File: src/rtl/kmpss_pkg.sv
// Shared constants and types for the KMP substring search unit.
package kmpss_pkg;

  localparam int MAX_PATTERN_DEF = 8;
  localparam int MAX_TEXT_DEF    = 65536;

  localparam int BYTE_W    = 8;
  localparam int PAT_W     = 64;
  localparam int LEN_W     = 4;
  localparam int IDX_W     = 17;
  localparam int CFG_IDX_W = 1;
  localparam int CFG_W     = 64;

  localparam logic signed [IDX_W-1:0] NOT_FOUND = '1;

  typedef enum logic [CFG_IDX_W-1:0] {
    CFG_PATTERN_BYTES  = 1'b0,
    CFG_PATTERN_LENGTH = 1'b1
  } cfg_reg_t;

  typedef struct packed {
    logic clear;
    logic advance;
  } cell_ctrl_t;

endpackage

File: src/rtl/kmpss_cell.sv
// One match cell: compares its pattern byte and tracks a prefix match ending here.
module kmpss_cell (
  input  logic                            clk,
  input  logic                            rst_n,
  input  kmpss_pkg::cell_ctrl_t           ctrl,
  input  logic [kmpss_pkg::BYTE_W-1:0]    pat_byte,
  input  logic [kmpss_pkg::BYTE_W-1:0]    text_byte,
  input  logic                            prev_match,
  output logic                            cmp_hit,
  output logic                            match_r
);

  logic match_nxt;

  assign cmp_hit = prev_match && (text_byte == pat_byte);

  always_comb begin
    priority if (ctrl.clear) begin
      match_nxt = 1'b0;
    end else if (ctrl.advance) begin
      match_nxt = cmp_hit;
    end else begin
      match_nxt = match_r;
    end
  end

  always_ff @(posedge clk) begin
    if (!rst_n) begin
      match_r <= 1'b0;
    end else begin
      match_r <= match_nxt;
    end
  end

endmodule

File: src/rtl/kmp_substring_search_unit.sv
// Top level of the KMP substring search unit: cell chain, text counter and result register.
//
//   channel | ports                                              | direction
//   --------+----------------------------------------------------+----------
//   input   | in_valid, in_stall, in_text_byte, in_text_last     | in
//   result  | out_valid, out_stall, out_found, out_match_index,  | out
//           | out_too_long                                       |
//   config  | cfg_we, cfg_index, cfg_data                        | in
//
// One text byte is taken per cycle while in_stall is low; every cell compares it in the same cycle.
// The result for a byte is registered and shows in the cycle after that byte is taken.
// Reset clears pattern, cell matches, text counter and out_valid, but not the result data.
// in_stall is high only while a result waits with out_stall high.
module kmp_substring_search_unit #(
  parameter int MAX_PATTERN = kmpss_pkg::MAX_PATTERN_DEF,
  parameter int MAX_TEXT    = kmpss_pkg::MAX_TEXT_DEF
) (
  input  logic                                  clk,
  input  logic                                  rst_n,
  input  logic                                  in_valid,
  output logic                                  in_stall,
  input  logic [kmpss_pkg::BYTE_W-1:0]          in_text_byte,
  input  logic                                  in_text_last,
  output logic                                  out_valid,
  input  logic                                  out_stall,
  output logic                                  out_found,
  output logic signed [kmpss_pkg::IDX_W-1:0]    out_match_index,
  output logic                                  out_too_long,
  input  logic                                  cfg_we,
  input  logic [kmpss_pkg::CFG_IDX_W-1:0]       cfg_index,
  input  logic [kmpss_pkg::CFG_W-1:0]           cfg_data
);

  localparam int OFF_W = $clog2(MAX_TEXT + 1);
  localparam int SUM_W = (OFF_W > kmpss_pkg::IDX_W) ? OFF_W : kmpss_pkg::IDX_W;

  logic [kmpss_pkg::PAT_W-1:0]  pat_r, pat_nxt;
  logic [kmpss_pkg::LEN_W-1:0]  len_r, len_nxt;
  logic [OFF_W-1:0]             off_r, off_nxt;
  logic                         rep_r, rep_nxt;
  logic                         out_valid_r, out_valid_nxt;
  logic                         out_found_r, out_found_nxt;
  logic signed [kmpss_pkg::IDX_W-1:0] out_idx_r, out_idx_nxt;
  logic                         out_too_long_r, out_too_long_nxt;

  logic                         acc;
  logic                         too_far;
  logic [kmpss_pkg::LEN_W-1:0]  n;
  logic                         hit;
  logic                         emit;
  logic [SUM_W-1:0]             off_ext;
  logic [SUM_W-1:0]             start_idx;
  kmpss_pkg::cell_ctrl_t        ctrl;
  logic [MAX_PATTERN-1:0]       cmp_hit;
  logic [MAX_PATTERN-1:0]       match_r;
  logic [MAX_PATTERN-1:0]       prev_match;

  assign acc      = in_valid && !in_stall;
  assign in_stall = out_valid_r && out_stall;
  assign too_far  = off_r >= OFF_W'(MAX_TEXT);
  assign n        = (len_r > kmpss_pkg::LEN_W'(MAX_PATTERN)) ?
                    kmpss_pkg::LEN_W'(MAX_PATTERN) : len_r;
  assign off_ext   = SUM_W'(off_r);
  assign start_idx = off_ext + SUM_W'(1) - SUM_W'(n);

  assign ctrl.clear   = cfg_we || (acc && in_text_last);
  assign ctrl.advance = acc && !rep_r && !too_far && (n != '0);

  genvar g;
  generate
    for (g = 0; g < MAX_PATTERN; g++) begin : g_cell
      if (g == 0) begin : g_head
        assign prev_match[g] = 1'b1;
      end else begin : g_link
        assign prev_match[g] = match_r[g-1];
      end
      kmpss_cell u_cell (
        .clk        (clk),
        .rst_n      (rst_n),
        .ctrl       (ctrl),
        .pat_byte   (pat_r[g*kmpss_pkg::BYTE_W +: kmpss_pkg::BYTE_W]),
        .text_byte  (in_text_byte),
        .prev_match (prev_match[g]),
        .cmp_hit    (cmp_hit[g]),
        .match_r    (match_r[g])
      );
    end
  endgenerate

  always_comb begin
    hit = 1'b0;
    for (int i = 0; i < MAX_PATTERN; i++) begin
      if (cmp_hit[i] && (n == kmpss_pkg::LEN_W'(i + 1))) begin
        hit = 1'b1;
      end
    end
  end

  always_comb begin
    pat_nxt = pat_r;
    len_nxt = len_r;
    if (cfg_we) begin
      unique case (kmpss_pkg::cfg_reg_t'(cfg_index))
        kmpss_pkg::CFG_PATTERN_BYTES:  pat_nxt = cfg_data;
        kmpss_pkg::CFG_PATTERN_LENGTH: len_nxt = cfg_data[kmpss_pkg::LEN_W-1:0];
        default: ;
      endcase
    end
  end

  always_comb begin
    emit             = 1'b0;
    out_found_nxt    = out_found_r;
    out_idx_nxt      = out_idx_r;
    out_too_long_nxt = out_too_long_r;
    rep_nxt          = rep_r;
    off_nxt          = off_r;
    if (acc && !rep_r) begin
      priority if (too_far) begin
        emit             = 1'b1;
        out_found_nxt    = 1'b0;
        out_idx_nxt      = kmpss_pkg::NOT_FOUND;
        out_too_long_nxt = 1'b1;
      end else if (n == '0) begin
        emit             = 1'b1;
        out_found_nxt    = 1'b1;
        out_idx_nxt      = off_ext[kmpss_pkg::IDX_W-1:0];
        out_too_long_nxt = 1'b0;
      end else begin
        off_nxt = off_r + OFF_W'(1);
        if (hit) begin
          emit             = 1'b1;
          out_found_nxt    = 1'b1;
          out_idx_nxt      = start_idx[kmpss_pkg::IDX_W-1:0];
          out_too_long_nxt = 1'b0;
        end
      end
      if (emit) begin
        rep_nxt = 1'b1;
      end else if (in_text_last) begin
        emit             = 1'b1;
        out_found_nxt    = 1'b0;
        out_idx_nxt      = kmpss_pkg::NOT_FOUND;
        out_too_long_nxt = 1'b0;
      end
    end
    if (acc && in_text_last) begin
      rep_nxt = 1'b0;
      off_nxt = '0;
    end
  end

  always_comb begin
    priority if (emit) begin
      out_valid_nxt = 1'b1;
    end else if (!out_stall) begin
      out_valid_nxt = 1'b0;
    end else begin
      out_valid_nxt = out_valid_r;
    end
  end

  always_ff @(posedge clk) begin
    if (!rst_n) begin
      pat_r       <= '0;
      len_r       <= '0;
      off_r       <= '0;
      rep_r       <= 1'b0;
      out_valid_r <= 1'b0;
    end else begin
      pat_r       <= pat_nxt;
      len_r       <= len_nxt;
      off_r       <= off_nxt;
      rep_r       <= rep_nxt;
      out_valid_r <= out_valid_nxt;
    end
  end

  always_ff @(posedge clk) begin
    out_found_r    <= out_found_nxt;
    out_idx_r      <= out_idx_nxt;
    out_too_long_r <= out_too_long_nxt;
  end

  assign out_valid       = out_valid_r;
  assign out_found       = out_found_r;
  assign out_match_index = out_idx_r;
  assign out_too_long    = out_too_long_r;

endmodule

File: config.mk
export PLATFORM = sky130hd
export DESIGN_NAME = kmp_substring_search_unit
export DESIGN_NICKNAME = d
export VERILOG_FILES = /design/src/rtl/kmpss_pkg.sv /design/src/rtl/kmpss_cell.sv /design/src/rtl/kmp_substring_search_unit.sv
export SDC_FILE = /design/constraint.sdc
export NUM_CORES = 1
export LEC_CHECK = 0
export ABC_CLOCK_PERIOD_IN_PS = 5850
export BUFFER_PORTS_ARGS = -buffer_cell sky130_fd_sc_hd__buf_2
export CAP_MARGIN = 0
export CORE_UTILIZATION = 30
export DETAILED_ROUTE_END_ITERATION = 8
export MAX_ROUTING_LAYER = met4
export SETUP_SLACK_MARGIN = 0.3
export SLEW_MARGIN = 20
export SYNTH_ARGS = -nofsm -noshare
export SYNTH_HDL_FRONTEND = slang
export SYNTH_SLANG_ARGS = --single-unit
File: constraint.sdc
create_clock -name clk -period 5.85 [get_ports clk]
set_input_delay 0.585 -clock clk [delete_from_list [all_inputs] [get_ports clk]]
set_output_delay 0.585 -clock clk [all_outputs]
set_load 0.02 [all_outputs]
After elaboration in Yosys (flattened, before gate mapping) --
Cells that the tools add are included.
Storage, ports and cells: flip-flop bits (word level) 113, input port bits 79
Cells by class: reductions and logical operators 33, eq/ne operators 17, $lt $le $gt $ge 2, bitwise gates (word level) 4, $add $sub $neg 2, mux-type cells 33
Operators by type and width (count):
- $mux 17 | 5
- $eq 8x8->1 | 8
- $mux 1 | 27
- $logic_and 1x1->1 | 21
- $add 17x1->17 const B | 1
- $ge 17x17->1 const B | 1
- $sub 17x4->17 | 1
- $eq 4x3->1 const B | 4
- $eq 4x2->1 const B | 2
- $reduce_and 2->1 | 3
- $eq 4x1->1 const B | 1
- $eq 4x4->1 const B | 1
- $gt 4x4->1 const B | 1
- $logic_not 4->1 | 1
- $mux 4 | 1
- $not 1->1 | 4
- $reduce_bool 4->1 | 1
- $reduce_or 2->1 | 2
- $logic_not 1->1 | 3
- $reduce_and 3->1 | 1
- $ne 2x1->1 const B | 1
- $logic_or 1x1->1 | 1

Longest topological paths before layout --
depth in word-level cells 19, gate-level depth with buffers 12

Hierarchy --
Synthesis repeated with hierarchy kept, for this count alone.
Unflattened totals: cell total of the unflattened synthesis 780, area, all modules 6595.1 µm²
Modules (own cells, without submodules):
- kmp_substring_search_unit | sequential area each 2312.2 µm², cells an instance 644, area each 5464.0 µm², instances 1
- kmpss_cell | sequential area each 20.0 µm², cells an instance 17, area each 141.4 µm², instances 8

Worst setup path after synthesis --
Ideal clock, no wire load.
path type register to register, start register len_r[0] in the netlist's numbering, end register out_idx_r, in the netlist out_match_index[16], data pin, setup time 0.256 ns, period minus slack after synthesis 2.971 ns, slack 2.879 ns, arrival 2.715 ns, stages on the path, launching flop included 13, cell sequence dfxtp_1 -> clkbuf_1 -> nor2b_1 -> ha_1 -> inv_1 -> fa_1 -> a21o_1 -> a21o_1 -> a211oi_2 -> nand3_1 -> o31ai_1 -> o311ai_1 -> a31o_2
Between the ends: cells in the longest elaborated chain, start to end 17
RTL lines:
- start: declaration | line kmp_substring_search_unit.sv:38 | logic [kmpss_pkg::LEN_W-1:0] len_r, len_nxt;
- start signal: assignment | line kmp_substring_search_unit.sv:172 | len_r <= len_nxt;
- $gt 4x4->1 | line kmp_substring_search_unit.sv:61 | assign n = (len_r > kmpss_pkg::LEN_W'(MAX_PATTERN)) ?
- $mux 4 * | line kmp_substring_search_unit.sv:61
- $eq 4x1->1 | line kmp_substring_search_unit.sv:93 | if (cmp_hit[i] && (n == kmpss_pkg::LEN_W'(i + 1))) begin
- $logic_and 1x1->1 | line kmp_substring_search_unit.sv:93
- $mux 1 (8 in series) | line kmp_substring_search_unit.sv:93
- $mux 17 / $mux 1 (equally long branches) | line kmp_substring_search_unit.sv:131 | if (hit) begin
- $mux 17 / $mux 1 (equally long branches) | line kmp_substring_search_unit.sv:124 | end else if (n == '0) begin
- $mux 17 / $mux 1 (equally long branches) | line kmp_substring_search_unit.sv:119 | priority if (too_far) begin
- $mux 17 / $mux 1 (equally long branches) | line kmp_substring_search_unit.sv:140, kmp_substring_search_unit.sv:118
- $mux 17 * | line kmp_substring_search_unit.sv:138 | if (emit) begin
- end signal: assignment | line kmp_substring_search_unit.sv:181 | out_idx_r <= out_idx_nxt;
- end: declaration | line kmp_substring_search_unit.sv:43 | logic signed [kmpss_pkg::IDX_W-1:0] out_idx_r, out_idx_nxt;
Mark *: on every way between the ends. The rest lies on a longest branch, timed or not. The select of a mux whose other input is x is not followed. A chain may end at the register's enable or synchronous reset.

Worst setup path in the final report --
Ends and elaborated chain as after synthesis.

==> flow_summary.yaml <==
place:
  dp.cells: 1105
  dpl.hpwl_um: 12400
  place.gp.congestion: 0.915
  port_buffers: 99
timing:
  fin_skew_ns: 0.00822
  maxSlewViolCount: 0
  finalCritPeriodShare_pct: 58.2
  setup_viol: 0
  timing_hold_violations_final: 0
  rsz0062_at_grt: "false"
  relSlewSlack_pct: 33.3
  fmax_ghz: 0.293
  worst_slew_pin_slew_ns: 0.997
  timing.setup.tns_ns: 0
  min_period_ns: 3.41
synth:
  yosysSeqAreaShare_pct: 38.2
  syn_area_sq_mm: 0.00642
  synth_top_area_share_pct: 29.3
  avgSynthCellArea_sq_um: 8.17
  yosys-top-cells-area: "dfxtp_1, nand2_1, edfxtp_1"
  async_reset_ff_share_pct: 0
  ys_ff_latch: 113
  syn_inst: 786
  ys.flop_type: "dfxtp_1"
  synth-edff-count: 19
  synth.net_count: 872
  synth_warnings: 0
  yosysTopAreaCell: "dfxtp_1"
  yosys.cell_types.count: 59
die:
  core_sq_mm: 0.0210
  die_h_um: 148
  fp.dieArea_sq_mm: 0.0220
  ioPinCount: 100
  die_w_um: 148
  rows: 53
  initial_core_util_pct: 30.5
critical_path:
  worstPathMaxFanout: 11
  cp.required_ns: 6.03
  crit_type: "reg -> reg"
  critPathCaptureType: "flip-flop"
  crit_arrival_ns: 3.59
  startpoint_type: "flip-flop"
global_route:
  grt_pass1_wl_um: 28300
  antenna_found_initial: 0
  grt_max_degree: 71
  grt.total_usage_pct: 17.0
  grt_pass1_vias: 5481
  overflow: 0
layout:
  synthToLayoutAreaGrowth_pct: 18.0
  drive_above_1_share_pct: 17.2
  diodes: 0
  finalNonFillerCells: 1136
  nNetsFinal: 935
routing:
  ant_nets: 0
  drtIter0Drc: 338
  drt_wl_total_um: 17400
  drc: 0
  post_drt_wl_per_cell_um: 15.3
  viasPerCell: 4.98
  dr.pass1.iters: 4
  vias: 5655
clock_tree:
  holdBufCountCts: 0
  clk_latency_ns: 0.42
  cts_setup_buffers: 0
  cts_buffers: 17
  clk_pin_slew_ns: 0.06
  cts-root-buf: "clkbuf_16"
  htreeDepth: 4
  cts_num_sinks: 113
  clock_path_buffers: 2
  cts_tree: "done"
  cts.repair.resized: 0
power:
  p_sw_w: 0.000585
  power.density_mw_per_mm2: 284
  p_int_w: 0.00156
  power.share.combinational_pct: 13.3
  power_frac_seq_pct: 40.5
  swShare_pct: 27.2
  p_leak_nw: 2.80
  vdd_drop_max_v: 0.000181
  clkPwrFrac_pct: 46.1
job:
  maxCapViolCount: 0
hold_path:
  hold_class: "in -> reg"
outcome:
  status: "completed"
## per-stage QoR
| stage | util (%) | hold slack (ns) | cell area (sq um) | power [W] | worst slack, ns |
|---|---|---|---|---|---|
| after floorplan | - | 0.448 | 6420 | 0.00108 | 2.88 |
| after global placement | 33.4 | 0.462 | 7020 | 0.00117 | 2.50 |
| after detailed placement | 33.4 | 0.471 | 7020 | 0.00117 | 2.46 |
| after CTS | 36.0 | 0.396 | 7580 | 0.00217 | 2.44 |
| after global routing | 36.0 | 0.411 | 7580 | 0.00225 | 2.23 |
| final | 36.0 | 0.410 | 7580 | 0.00215 | 2.44 |
## cell usage after synthesis, types with 7 or more instances
library cell,instances
xnor2_1,58
clkbuf_1,36
o21ai_0,12
o31ai_1,10
nand2_1,164
a21boi_0,70
or3_1,7
nor2_1,45
and3_1,13
nor4_1,14
nor3_1,19
edfxtp_1,19
inv_1,10
a21oi_1,21
nand4_1,23
nand3_1,40
xor2_1,31
buf_2,10
dfxtp_1,94
## cells in the final DEF, fill, tap and decap left out, types with 12 or more instances in the layout
| cell | n |
|---|---|
| nand2_1 | 164 |
| nand3_1 | 40 |
| nand4_1 | 23 |
| xnor2_1 | 58 |
| edfxtp_1 | 19 |
| buf_2 | 99 |
| nor4_1 | 13 |
| dfxtp_1 | 94 |
| xor2_1 | 31 |
| and3_1 | 13 |
| o21ai_0 | 12 |
| a21oi_1 | 21 |
| nor2_1 | 45 |
| clkbuf_16 | 18 |
| nor3_1 | 19 |
| a21boi_0 | 70 |
## routing by layer
metal | up-vias | routed length [um] | GRT usage [%]
li1 | 2842 | - | -
met1 | 2641 | 7850 | 21.1
met2 | 149 | 8250 | 27.2
met3 | 23 | 965 | 3.93
met4 | 0 | 312 | 5.62
met5 | - | 0 | -
## power by group through the flow
stage               combinational, W  sequential, W  clock, W
floorplan                   0.000181       0.000896         0
detailed placement          0.000286       0.000888         0
global route                0.000319       0.000876   0.00105
global placement            0.000283       0.000888         0
CTS                         0.000288       0.000872   0.00101
finish                      0.000287       0.000871  0.000991
## cell type report
cell class	instances	area [sq um]
multi-input cells	602	3640
clock buffers	20	458
flip-flops and latches	113	2450
well taps	275	344
clock inverters	11	103
inverters	10	37.5
repair buffers	105	541
fillers	2217	13400
## registers in the layout (all words and copies together) (netlist names)
name and count:
pat_r 64, off_ext 17, out_match_index 17, g_cell.u_cell.match_r 7, len_r 4, out_found 1
out_too_long 1, out_valid 1, rep_r 1
## path summary, 6_finish.rpt
path	start	to	slack, ns	cells after the start
worst max-delay path	len_r[0]	out_match_index[16]	2.44	11
worst min-delay path	cfg_data[18]	pat_r[18]	0.41	3
worst max register to register	len_r[0]	out_match_index[16]	2.44	11
worst min register to register	pat_r[26]	pat_r[26]	0.48	2
## critical path, cell delays in order (launching register included)
cell and delay [ns]:
dfxtp_1 0.55, nor2b_1 0.19, ha_1 0.19, inv_1 0.06, fa_1 0.42, a21o_1 0.20
a21o_1 0.20, a211oi_2 0.43, nand3_1 0.23, o31ai_1 0.27, o311ai_1 0.14, a31o_2 0.28
## kinds of logic after synthesis
kind of cell | count (synthesis) | share of synthesized area [%]
and+or+nand+nor | 353 | 25.6
xor gates and xnor gates | 89 | 12.1
muxes | 3 | 0.468
adders and majority gates | 7 | 1.48
AOI/OAI and AO/OA | 150 | 16.8
buffers and inverters | 71 | 5.36
DFF | 113 | 38.2
No activity file was read; power rests on OpenSTA's default activity.
